## src/weekly_setpoint_scheduler_macros.svh

```systemverilog
// assertion macros used by the scheduler sequencer rtl
// needs a clock named clk and a reset named rst in the module that uses them
`ifndef WEEKLY_SETPOINT_SCHEDULER_MACROS_SVH
`define WEEKLY_SETPOINT_SCHEDULER_MACROS_SVH

// property must hold at every clock edge outside reset
`define WSS_ASSERT(lbl, prop, msg) \
  lbl: assert property (@(posedge clk) disable iff (rst) (prop)) else $error(msg);

// condition must never be true outside reset
`define WSS_ASSERT_NEVER(lbl, cond, msg) \
  `WSS_ASSERT(lbl, !(cond), msg)

`endif

```

## src/wss_pkg.sv

```systemverilog
// shared types and constants for the weekly setpoint scheduler
// no dependencies
package wss_pkg;

  localparam int unsigned DAYS_DEF      = 7;
  localparam int unsigned SLOTS_DEF     = 48;

  localparam int unsigned OP_W          = 2;
  localparam int unsigned DAY_W         = 3;
  localparam int unsigned HOUR_W        = 5;
  localparam int unsigned MIN_W         = 6;
  localparam int unsigned MASK_W        = 7;
  localparam int unsigned SLOT_W        = 6;
  localparam int unsigned TEMP_W        = 9;
  localparam int unsigned VAL_W         = 8;

  localparam logic [TEMP_W-1:0] BASE_TENTHS = 9'd100;
  localparam logic [MIN_W-1:0]  HALF_HOUR   = 6'd30;
  localparam logic [TEMP_W-1:0] VAL_MAX     = 9'd255;

  typedef enum logic [OP_W-1:0] {
    OP_TICK   = 2'd0,
    OP_ADD    = 2'd1,
    OP_REMOVE = 2'd2,
    OP_MODE   = 2'd3
  } op_t;

  typedef enum logic [2:0] {
    S_CLEAR,
    S_IDLE,
    S_FILL,
    S_READ,
    S_SHOW
  } state_t;

endpackage

```

## src/wss_mem.sv

```systemverilog
// schedule table storage: one write port, one registered read port
// depends on wss_pkg
module wss_mem #(
  parameter int unsigned DEPTH = 336
) (
  input  logic                         clk,
  input  logic                         we,
  input  logic [$clog2(DEPTH)-1:0]     waddr,
  input  logic [wss_pkg::VAL_W-1:0]    wdata,
  input  logic                         re,
  input  logic [$clog2(DEPTH)-1:0]     raddr,
  output logic [wss_pkg::VAL_W-1:0]    rdata
);
  import wss_pkg::*;

  logic [VAL_W-1:0] mem [DEPTH];

  always_ff @(posedge clk) begin
    if (we) begin
      mem[waddr] <= wdata;
    end
    if (re) begin
      rdata <= mem[raddr];
    end
  end

endmodule

```

## src/wss_seq.sv

```systemverilog
// sequencer: decodes words, sweeps the table for clear and fill, reads back the current slot
// depends on wss_pkg and weekly_setpoint_scheduler_macros.svh
`include "weekly_setpoint_scheduler_macros.svh"

module wss_seq #(
  parameter int unsigned DAYS          = 7,
  parameter int unsigned SLOTS_PER_DAY = 48
) (
  input  logic                                        clk,
  input  logic                                        rst,
  input  logic                                        start,
  output logic                                        busy,
  output logic                                        done,
  input  logic [wss_pkg::OP_W-1:0]                    op,
  input  logic                                        program_mode,
  input  logic [wss_pkg::DAY_W-1:0]                   week_day,
  input  logic [wss_pkg::HOUR_W-1:0]                  hour,
  input  logic [wss_pkg::MIN_W-1:0]                   minute,
  input  logic [wss_pkg::MASK_W-1:0]                  day_mask,
  input  logic [wss_pkg::SLOT_W-1:0]                  from_slot,
  input  logic [wss_pkg::SLOT_W-1:0]                  to_slot,
  input  logic [wss_pkg::TEMP_W-1:0]                  temp_tenths,
  output logic [wss_pkg::TEMP_W-1:0]                  target_tenths,
  output logic                                        power_on,
  output logic                                        mem_we,
  output logic [$clog2(DAYS*SLOTS_PER_DAY)-1:0]       mem_waddr,
  output logic [wss_pkg::VAL_W-1:0]                   mem_wdata,
  output logic                                        mem_re,
  output logic [$clog2(DAYS*SLOTS_PER_DAY)-1:0]       mem_raddr,
  input  logic [wss_pkg::VAL_W-1:0]                   mem_rdata
);
  import wss_pkg::*;

  localparam int unsigned DEPTH = DAYS * SLOTS_PER_DAY;
  localparam int unsigned AW    = $clog2(DEPTH);

  state_t state, state_next;

  logic [AW-1:0]     base, base_next;
  logic [DAY_W-1:0]  day_cnt, day_cnt_next;
  logic [SLOT_W-1:0] slot_cnt, slot_cnt_next;
  logic [MASK_W-1:0] fill_mask, fill_mask_next;
  logic [SLOT_W-1:0] fill_from, fill_from_next;
  logic [SLOT_W-1:0] fill_to, fill_to_next;
  logic [VAL_W-1:0]  fill_val, fill_val_next;
  logic [DAY_W-1:0]  last_day, last_day_next;
  logic [SLOT_W-1:0] last_slot, last_slot_next;
  logic              last_known, last_known_next;
  logic              in_range, in_range_next;

  logic              accept;
  logic [SLOT_W-1:0] tick_slot;
  logic [SLOT_W-1:0] to_clamped;
  logic [TEMP_W-1:0] temp_diff;
  logic [VAL_W-1:0]  edit_val;
  logic              last_in_range;
  logic              next_day;
  logic [VAL_W-1:0]  shown;

  assign accept    = start && (state == S_IDLE);
  assign busy      = (state != S_IDLE);
  assign tick_slot = {hour, (minute >= HALF_HOUR)};
  assign to_clamped = (to_slot > SLOT_W'(SLOTS_PER_DAY - 1)) ?
                      SLOT_W'(SLOTS_PER_DAY - 1) : to_slot;
  assign temp_diff = temp_tenths - BASE_TENTHS;
  assign edit_val  = (op_t'(op) != OP_ADD || temp_tenths < BASE_TENTHS) ? '0 :
                     (temp_diff > VAL_MAX) ? '1 : temp_diff[VAL_W-1:0];
  assign last_in_range = (last_day < DAY_W'(DAYS)) && (last_slot < SLOT_W'(SLOTS_PER_DAY));

  // shared address adder: row base plus slot, used by clear and fill
  assign mem_waddr = base + AW'(slot_cnt);
  assign mem_wdata = (state == S_CLEAR) ? '0 : fill_val;
  assign mem_raddr = AW'(last_day) * AW'(SLOTS_PER_DAY) + AW'(last_slot);

  assign shown         = in_range ? mem_rdata : '0;
  assign target_tenths = (done && shown != '0) ? TEMP_W'(shown) + BASE_TENTHS : '0;
  assign power_on      = done && (shown != '0);

  always_ff @(posedge clk) begin
    if (rst) begin
      state <= S_CLEAR;
    end else begin
      state <= state_next;
    end
  end

  always_ff @(posedge clk) begin
    if (rst) begin
      base       <= '0;
      day_cnt    <= '0;
      slot_cnt   <= '0;
      last_day   <= '0;
      last_slot  <= '0;
      last_known <= 1'b0;
    end else begin
      base       <= base_next;
      day_cnt    <= day_cnt_next;
      slot_cnt   <= slot_cnt_next;
      last_day   <= last_day_next;
      last_slot  <= last_slot_next;
      last_known <= last_known_next;
    end
  end

  always_ff @(posedge clk) begin
    fill_mask <= fill_mask_next;
    fill_from <= fill_from_next;
    fill_to   <= fill_to_next;
    fill_val  <= fill_val_next;
    in_range  <= in_range_next;
  end

  always_comb begin
    state_next      = state;
    base_next       = base;
    day_cnt_next    = day_cnt;
    slot_cnt_next   = slot_cnt;
    fill_mask_next  = fill_mask;
    fill_from_next  = fill_from;
    fill_to_next    = fill_to;
    fill_val_next   = fill_val;
    last_day_next   = last_day;
    last_slot_next  = last_slot;
    last_known_next = last_known;
    in_range_next   = in_range;
    mem_we          = 1'b0;
    mem_re          = 1'b0;
    done            = 1'b0;
    next_day        = 1'b0;

    case (state)
      S_CLEAR: begin
        mem_we = 1'b1;
        if (base == AW'(DEPTH - 1)) begin
          base_next  = '0;
          state_next = S_IDLE;
        end else begin
          base_next = base + 1'b1;
        end
      end
      S_IDLE: begin
        if (accept) begin
          case (op_t'(op))
            OP_TICK: begin
              if (program_mode &&
                  !(last_known && tick_slot == last_slot && week_day == last_day)) begin
                last_day_next   = week_day;
                last_slot_next  = tick_slot;
                last_known_next = 1'b1;
                state_next      = S_READ;
              end
            end
            OP_ADD, OP_REMOVE: begin
              fill_mask_next = day_mask;
              fill_from_next = from_slot;
              fill_to_next   = to_clamped;
              fill_val_next  = edit_val;
              day_cnt_next   = '0;
              base_next      = '0;
              slot_cnt_next  = from_slot;
              state_next     = S_FILL;
            end
            OP_MODE: begin
              last_known_next = 1'b0;
            end
            default: begin
            end
          endcase
        end
      end
      S_FILL: begin
        if (day_cnt == DAY_W'(DAYS)) begin
          base_next     = '0;
          slot_cnt_next = '0;
          state_next    = last_known ? S_READ : S_IDLE;
        end else if (fill_mask[day_cnt] && slot_cnt <= fill_to) begin
          mem_we = 1'b1;
          if (slot_cnt == fill_to) begin
            next_day = 1'b1;
          end else begin
            slot_cnt_next = slot_cnt + 1'b1;
          end
        end else begin
          // day not selected or empty range
          next_day = 1'b1;
        end
        if (next_day) begin
          day_cnt_next  = day_cnt + 1'b1;
          base_next     = base + AW'(SLOTS_PER_DAY);
          slot_cnt_next = fill_from;
        end
      end
      S_READ: begin
        mem_re        = last_in_range;
        in_range_next = last_in_range;
        state_next    = S_SHOW;
      end
      S_SHOW: begin
        done       = 1'b1;
        state_next = S_IDLE;
      end
      default: begin
        state_next = S_IDLE;
      end
    endcase
  end

  `WSS_ASSERT(a_show_follows_read, done |-> $past(state) == S_READ, "result without table read")
  `WSS_ASSERT(a_mode_forgets, (accept && op == OP_MODE) |=> !last_known,
              "mode change kept last slot")
  `WSS_ASSERT(a_repeat_tick_silent,
              (accept && op == OP_TICK && last_known && tick_slot == last_slot &&
               week_day == last_day) |=> !busy, "repeated slot started a read")
  `WSS_ASSERT_NEVER(a_write_in_table, mem_we && (int'(mem_waddr) >= DEPTH),
                    "table write beyond last entry")

endmodule

```

## src/weekly_setpoint_scheduler.sv

```systemverilog
// top level of the weekly setpoint scheduler
// depends on wss_pkg, wss_seq and wss_mem
//
// After reset the block sweeps the whole table to off, one entry per cycle, and holds busy
// high until the sweep ends, before it takes its first word. A tick that reports a slot
// goes through a table read state and then a show state with busy high, and shows the
// result with done in the show state; a tick with nothing to report leaves busy low. An
// edit walks the days one after another through the single table write port, skipping a
// day with nothing to write and otherwise writing its selected slots in turn, and then
// reads and shows the result through the read and show states when a current slot is known.
// done is high for exactly one cycle and the receiver cannot hold it off: target_tenths and
// power_on must be taken in that cycle.
module weekly_setpoint_scheduler #(
  parameter int unsigned DAYS          = wss_pkg::DAYS_DEF,
  parameter int unsigned SLOTS_PER_DAY = wss_pkg::SLOTS_DEF
) (
  input  logic                           clk,
  input  logic                           rst,
  input  logic                           start,
  output logic                           busy,
  output logic                           done,
  input  logic [wss_pkg::OP_W-1:0]       op,
  input  logic                           program_mode,
  input  logic [wss_pkg::DAY_W-1:0]      week_day,
  input  logic [wss_pkg::HOUR_W-1:0]     hour,
  input  logic [wss_pkg::MIN_W-1:0]      minute,
  input  logic [wss_pkg::MASK_W-1:0]     day_mask,
  input  logic [wss_pkg::SLOT_W-1:0]     from_slot,
  input  logic [wss_pkg::SLOT_W-1:0]     to_slot,
  input  logic [wss_pkg::TEMP_W-1:0]     temp_tenths,
  output logic [wss_pkg::TEMP_W-1:0]     target_tenths,
  output logic                           power_on
);
  import wss_pkg::*;

  localparam int unsigned DEPTH = DAYS * SLOTS_PER_DAY;
  localparam int unsigned AW    = $clog2(DEPTH);

  logic             mem_we;
  logic [AW-1:0]    mem_waddr;
  logic [VAL_W-1:0] mem_wdata;
  logic             mem_re;
  logic [AW-1:0]    mem_raddr;
  logic [VAL_W-1:0] mem_rdata;

  wss_seq #(
    .DAYS          (DAYS),
    .SLOTS_PER_DAY (SLOTS_PER_DAY)
  ) u_seq (
    .clk           (clk),
    .rst           (rst),
    .start         (start),
    .busy          (busy),
    .done          (done),
    .op            (op),
    .program_mode  (program_mode),
    .week_day      (week_day),
    .hour          (hour),
    .minute        (minute),
    .day_mask      (day_mask),
    .from_slot     (from_slot),
    .to_slot       (to_slot),
    .temp_tenths   (temp_tenths),
    .target_tenths (target_tenths),
    .power_on      (power_on),
    .mem_we        (mem_we),
    .mem_waddr     (mem_waddr),
    .mem_wdata     (mem_wdata),
    .mem_re        (mem_re),
    .mem_raddr     (mem_raddr),
    .mem_rdata     (mem_rdata)
  );

  wss_mem #(
    .DEPTH (DEPTH)
  ) u_mem (
    .clk   (clk),
    .we    (mem_we),
    .waddr (mem_waddr),
    .wdata (mem_wdata),
    .re    (mem_re),
    .raddr (mem_raddr),
    .rdata (mem_rdata)
  );

endmodule
```

## config.mk

```make
export PLATFORM = sky130hd
export DESIGN_NAME = weekly_setpoint_scheduler
export DESIGN_NICKNAME = d
export VERILOG_FILES = /design/src/wss_pkg.sv /design/src/wss_mem.sv /design/src/wss_seq.sv /design/src/weekly_setpoint_scheduler.sv
export VERILOG_INCLUDE_DIRS = /design/src /design/src/src
export SDC_FILE = /design/constraint.sdc
export NUM_CORES = 2
export LEC_CHECK = 0
export CAP_MARGIN = 20
export CORE_ASPECT_RATIO = 1.4
export CORE_UTILIZATION = 63
export DETAILED_ROUTE_END_ITERATION = 8
export DONT_BUFFER_PORTS = 1
export PLACE_DENSITY = 0.81
export SETUP_SLACK_MARGIN = 0.2
export SLEW_MARGIN = 20
export SYNTH_ARGS = -nofsm -noshare
export SYNTH_HDL_FRONTEND = slang
export SYNTH_SLANG_ARGS = --single-unit
```

## constraint.sdc

```tcl
create_clock -name clk -period 14.93 [get_ports clk]
set_input_delay 4.479 -clock clk [delete_from_list [all_inputs] [get_ports clk]]
set_output_delay 4.479 -clock clk [all_outputs]
set_load 0.01 [all_outputs]
```

==> flow_metrics.py <==
metrics = {
    "synth": {
        "synth_nets": 5708,
        "synth_cell_types": 80,
        "syn_inst": 5625,
        "synth-seq-cells": 2755,
        "synthArstFlopShare_pct": 0,
        "synth_area_per_cell_um2": 19.6,
        "ys_warn_count": 0,
        "seq_area_frac_synth_pct": 74.7,
        "synth_area_mm2": 0.110,
        "synth_edf_count": 2724,
        "synth_ff_type": "edfxtp_1",
    },
    "detailed_routing": {
        "drc": 20,
        "wirelength_um": 293000,
        "route.vias.total": 60400,
        "ant_nets": 0,
        "viasPerCell": 7.33,
        "drtPass1Iterations": 9,
        "wl_per_cell_um": 35.5,
        "dr.first_iter.drc_count": 8996,
    },
    "setup_path": {
        "crit_type": "flop to output port",
        "critPathCaptureType": "output port",
        "crit_arrival_ps": 2870,
        "r2r_start": "u_seq.last_slot[0]$_SDFFE_PP0P_",
        "required_ps": 10450,
        "slowest_delay_ps": 720,
        "reg2reg_depth": 10,
        "critPathLaunch": "u_seq.in_range$_DFFE_PP_",
        "crit_path_max_fanout": 10,
        "worst-path-stages": 6,
        "cp-start-kind": "flop",
        "cp_num_buf_inv": 1,
        "path_cells": "nand2_1 > inv_1 > ha_1 > a21o_1 > or2_2 > a31oi_1",
        "cp_slowest_cell": "edfxtp_1",
        "crit_family": "flip-flops",
    },
    "placed_design": {
        "post-dp-hpwl_um": 163000,
        "gp_congestion": 0.923,
        "numPortBuffers": 0,
    },
    "final_layout": {
        "area_growth_pct": 10.4,
        "nets": 5837,
        "fillers": 9503,
        "drive_gt1_share_pct": 22.4,
        "layout_common_cells": "edfxtp_1 (2724), mux4_2 (474), mux2i_1 (397)",
        "final_common_cell": "edfxtp_1",
    },
    "hold_path": {
        "hp-class": "flop to flop",
        "worstHoldStart": "u_seq.base[2]$_SDFFE_PP0P_",
        "min_delay_path_depth": 2,
    },
    "outcome": {
        "failed_checks": "DRC",
        "outcome": "finished, violations left",
    },
    "timing": {
        "setup_viol": 0,
        "timing.setup.tns_ps": 0,
        "finalCriticalPeriod_ps": 7350,
        "fmax_ghz": 0.136,
        "finalCritPeriodShare_pct": 49.2,
        "finalMaxSlewViolations": 0,
        "fin_skew_ps": 35.5,
        "hold_viol": 0,
        "tightest_slew_ps": 1400,
        "slew_headroom_pct": 6.63,
        "grt_setup_unrepaired": "no",
        "whs_ps": 508,
    },
    "clock_network": {
        "cts_buffers": 230,
        "cts_buffer_depth": 3,
        "cts_tree": "done",
        "postCtsSetupBuffers": 0,
        "cts_sinks": 2755,
        "hold_buffers": 0,
        "htree_num_levels": 4,
        "clk_pin_slew_ps": 60,
        "cts_resized": 0,
        "root_buffer": "clkbuf_16",
        "insertion_delay_ps": 890,
    },
    "global_routing": {
        "first_global_vias": 60700,
        "antenna_found_initial": 13,
        "grt_pass1_wl_um": 414000,
        "grt_usage_pct": 32.7,
        "overflow": 0,
        "grt_start_max_net_pins": 226,
    },
    "floorplan": {
        "die_area_mm2": 0.177,
        "core_mm2": 0.174,
        "io_pins": 60,
        "fp.dieH_um": 497,
        "row_count": 181,
        "fp.dieW_um": 356,
        "start_util_pct": 63.5,
    },
    "power_and_ir_drop": {
        "max-vdd-ir-drop_uv": 120,
        "powerDensity_mw_per_mm2": 120,
        "p_leak_nw": 37.6,
    },
    "run": {
        "drv_cap": 0,
    },
}
-- metrics by stage --
step / area (µm²) / cells / utilization, % / worst slack, ps / total power [mW]
finish: 122000 / 8242 / 70.1 / 7580 / 14.6
global route: 122000 / 8241 / 70.1 / 7430 / 14.8
CTS: 121000 / 8222 / 69.7 / 7500 / 14.6
detailed placement: 114000 / 7794 / 65.4 / 7970 / 8.63
global placement: 113000 / 7790 / 65.1 / 8010 / 8.62
floorplan: 110000 / 5625 / - / 4070 / 8.58
-- metal layers --
metal	part of all wire, %	GRT usage (%)	vias up
met1	31	39.1	30500
met2	49	52.3	5051
met4	8.1	22.7	10
met3	12	8.06	1064
li1	-	-	23800
met5	0.022	0	-
-- cell type report --
| class | instances | area [µm²] | share of cell area [%] |
|---|---|---|---|
| flip-flops and latches | 2755 | 82400 | 67.7 |
| multi-input cells | 2433 | 26200 | 21.5 |
| clock buffers | 278 | 6010 | 4.93 |
| well taps | 2287 | 2860 | 2.35 |
| repair buffers | 297 | 2560 | 2.10 |
| clock inverters | 150 | 1540 | 1.27 |
| inverters | 37 | 146 | 0.120 |
| diodes | 5 | 12.5 | 0.0103 |
-- synthesized netlist by cell type, types with 31 or more instances --
cell type     n  area share [%]
a21oi_1     125            0.57
nand3_1      41            0.19
buf_2        77            0.35
mux4_1       35            0.83
dfxtp_1      31            0.56
a22oi_1      56            0.38
mux2i_1     397             3.6
o22ai_1     102            0.58
o221ai_1    140             1.1
edfxtp_1   2724              74
inv_1        35            0.12
nor2b_1      32            0.18
clkbuf_1    177            0.60
a211oi_1     33            0.22
ha_1         32            0.36
buf_6        48            0.49
nor3_1      263             1.2
nand2_1     133            0.45
o21ai_0      70            0.32
nor2_1       78            0.27
mux4_2      474             9.7
nor4_1      150            0.85
-- final timing paths --
kind	endpoint	slack [ps]
worst min-delay path	u_seq.base[2]$_SDFFE_PP0P_	510
worst min register to register	u_seq.base[2]$_SDFFE_PP0P_	510
worst max register to register	u_mem.rdata[3]$_DFFE_PP_	8580
worst max-delay path	target_tenths[6]	7580
-- worst reg2reg max path, stage by stage, from the launching register on --
cell and delay, ps:
dfxtp_4 740, buf_4 750, buf_4 850, buf_12 720, mux2i_1 320, o221ai_1 340, o22ai_1 140, o21ai_0 640
nand2_1 260, o31a_1 360, nor4_1 870
-- report_power, final --
group / internal [mW] / switching, mW
registers: 8.37 / 0.00310
clock network: 3.32 / 2.78
logic: 0.0204 / 0.0690
total: 11.7 / 2.85
-- registers in the layout, indices dropped and copies added (netlist names) --
name,flops
u_seq.fill_mask,7
u_seq.fill_val,8
u_seq.slot_cnt,6
u_seq.base,9
u_seq.fill_to,6
u_seq.last_known,1
u_mem.mem,2688
u_mem.rdata,8
u_seq.day_cnt,3
u_seq.state,3
u_seq.last_day,3
u_seq.in_range,1
u_seq.last_slot,6
u_seq.fill_from,6
-- kinds of logic (layout without fill, tap and decap cells) --
logic type | after synthesis | in the layout | synth area share (%)
AO/OA/AOI/OAI | 656 | 656 | 4.17
AND/OR/NAND/NOR | 806 | 806 | 3.79
other | 0 | 5 | 0
flip-flops | 2755 | 2755 | 74.7
adder cells (fa/ha/maj) | 35 | 35 | 0.417
XOR/XNOR | 30 | 30 | 0.238
multiplexers | 906 | 906 | 14.1
buffers and inverters | 437 | 762 | 2.55
(Power assumes the default switching activity.)
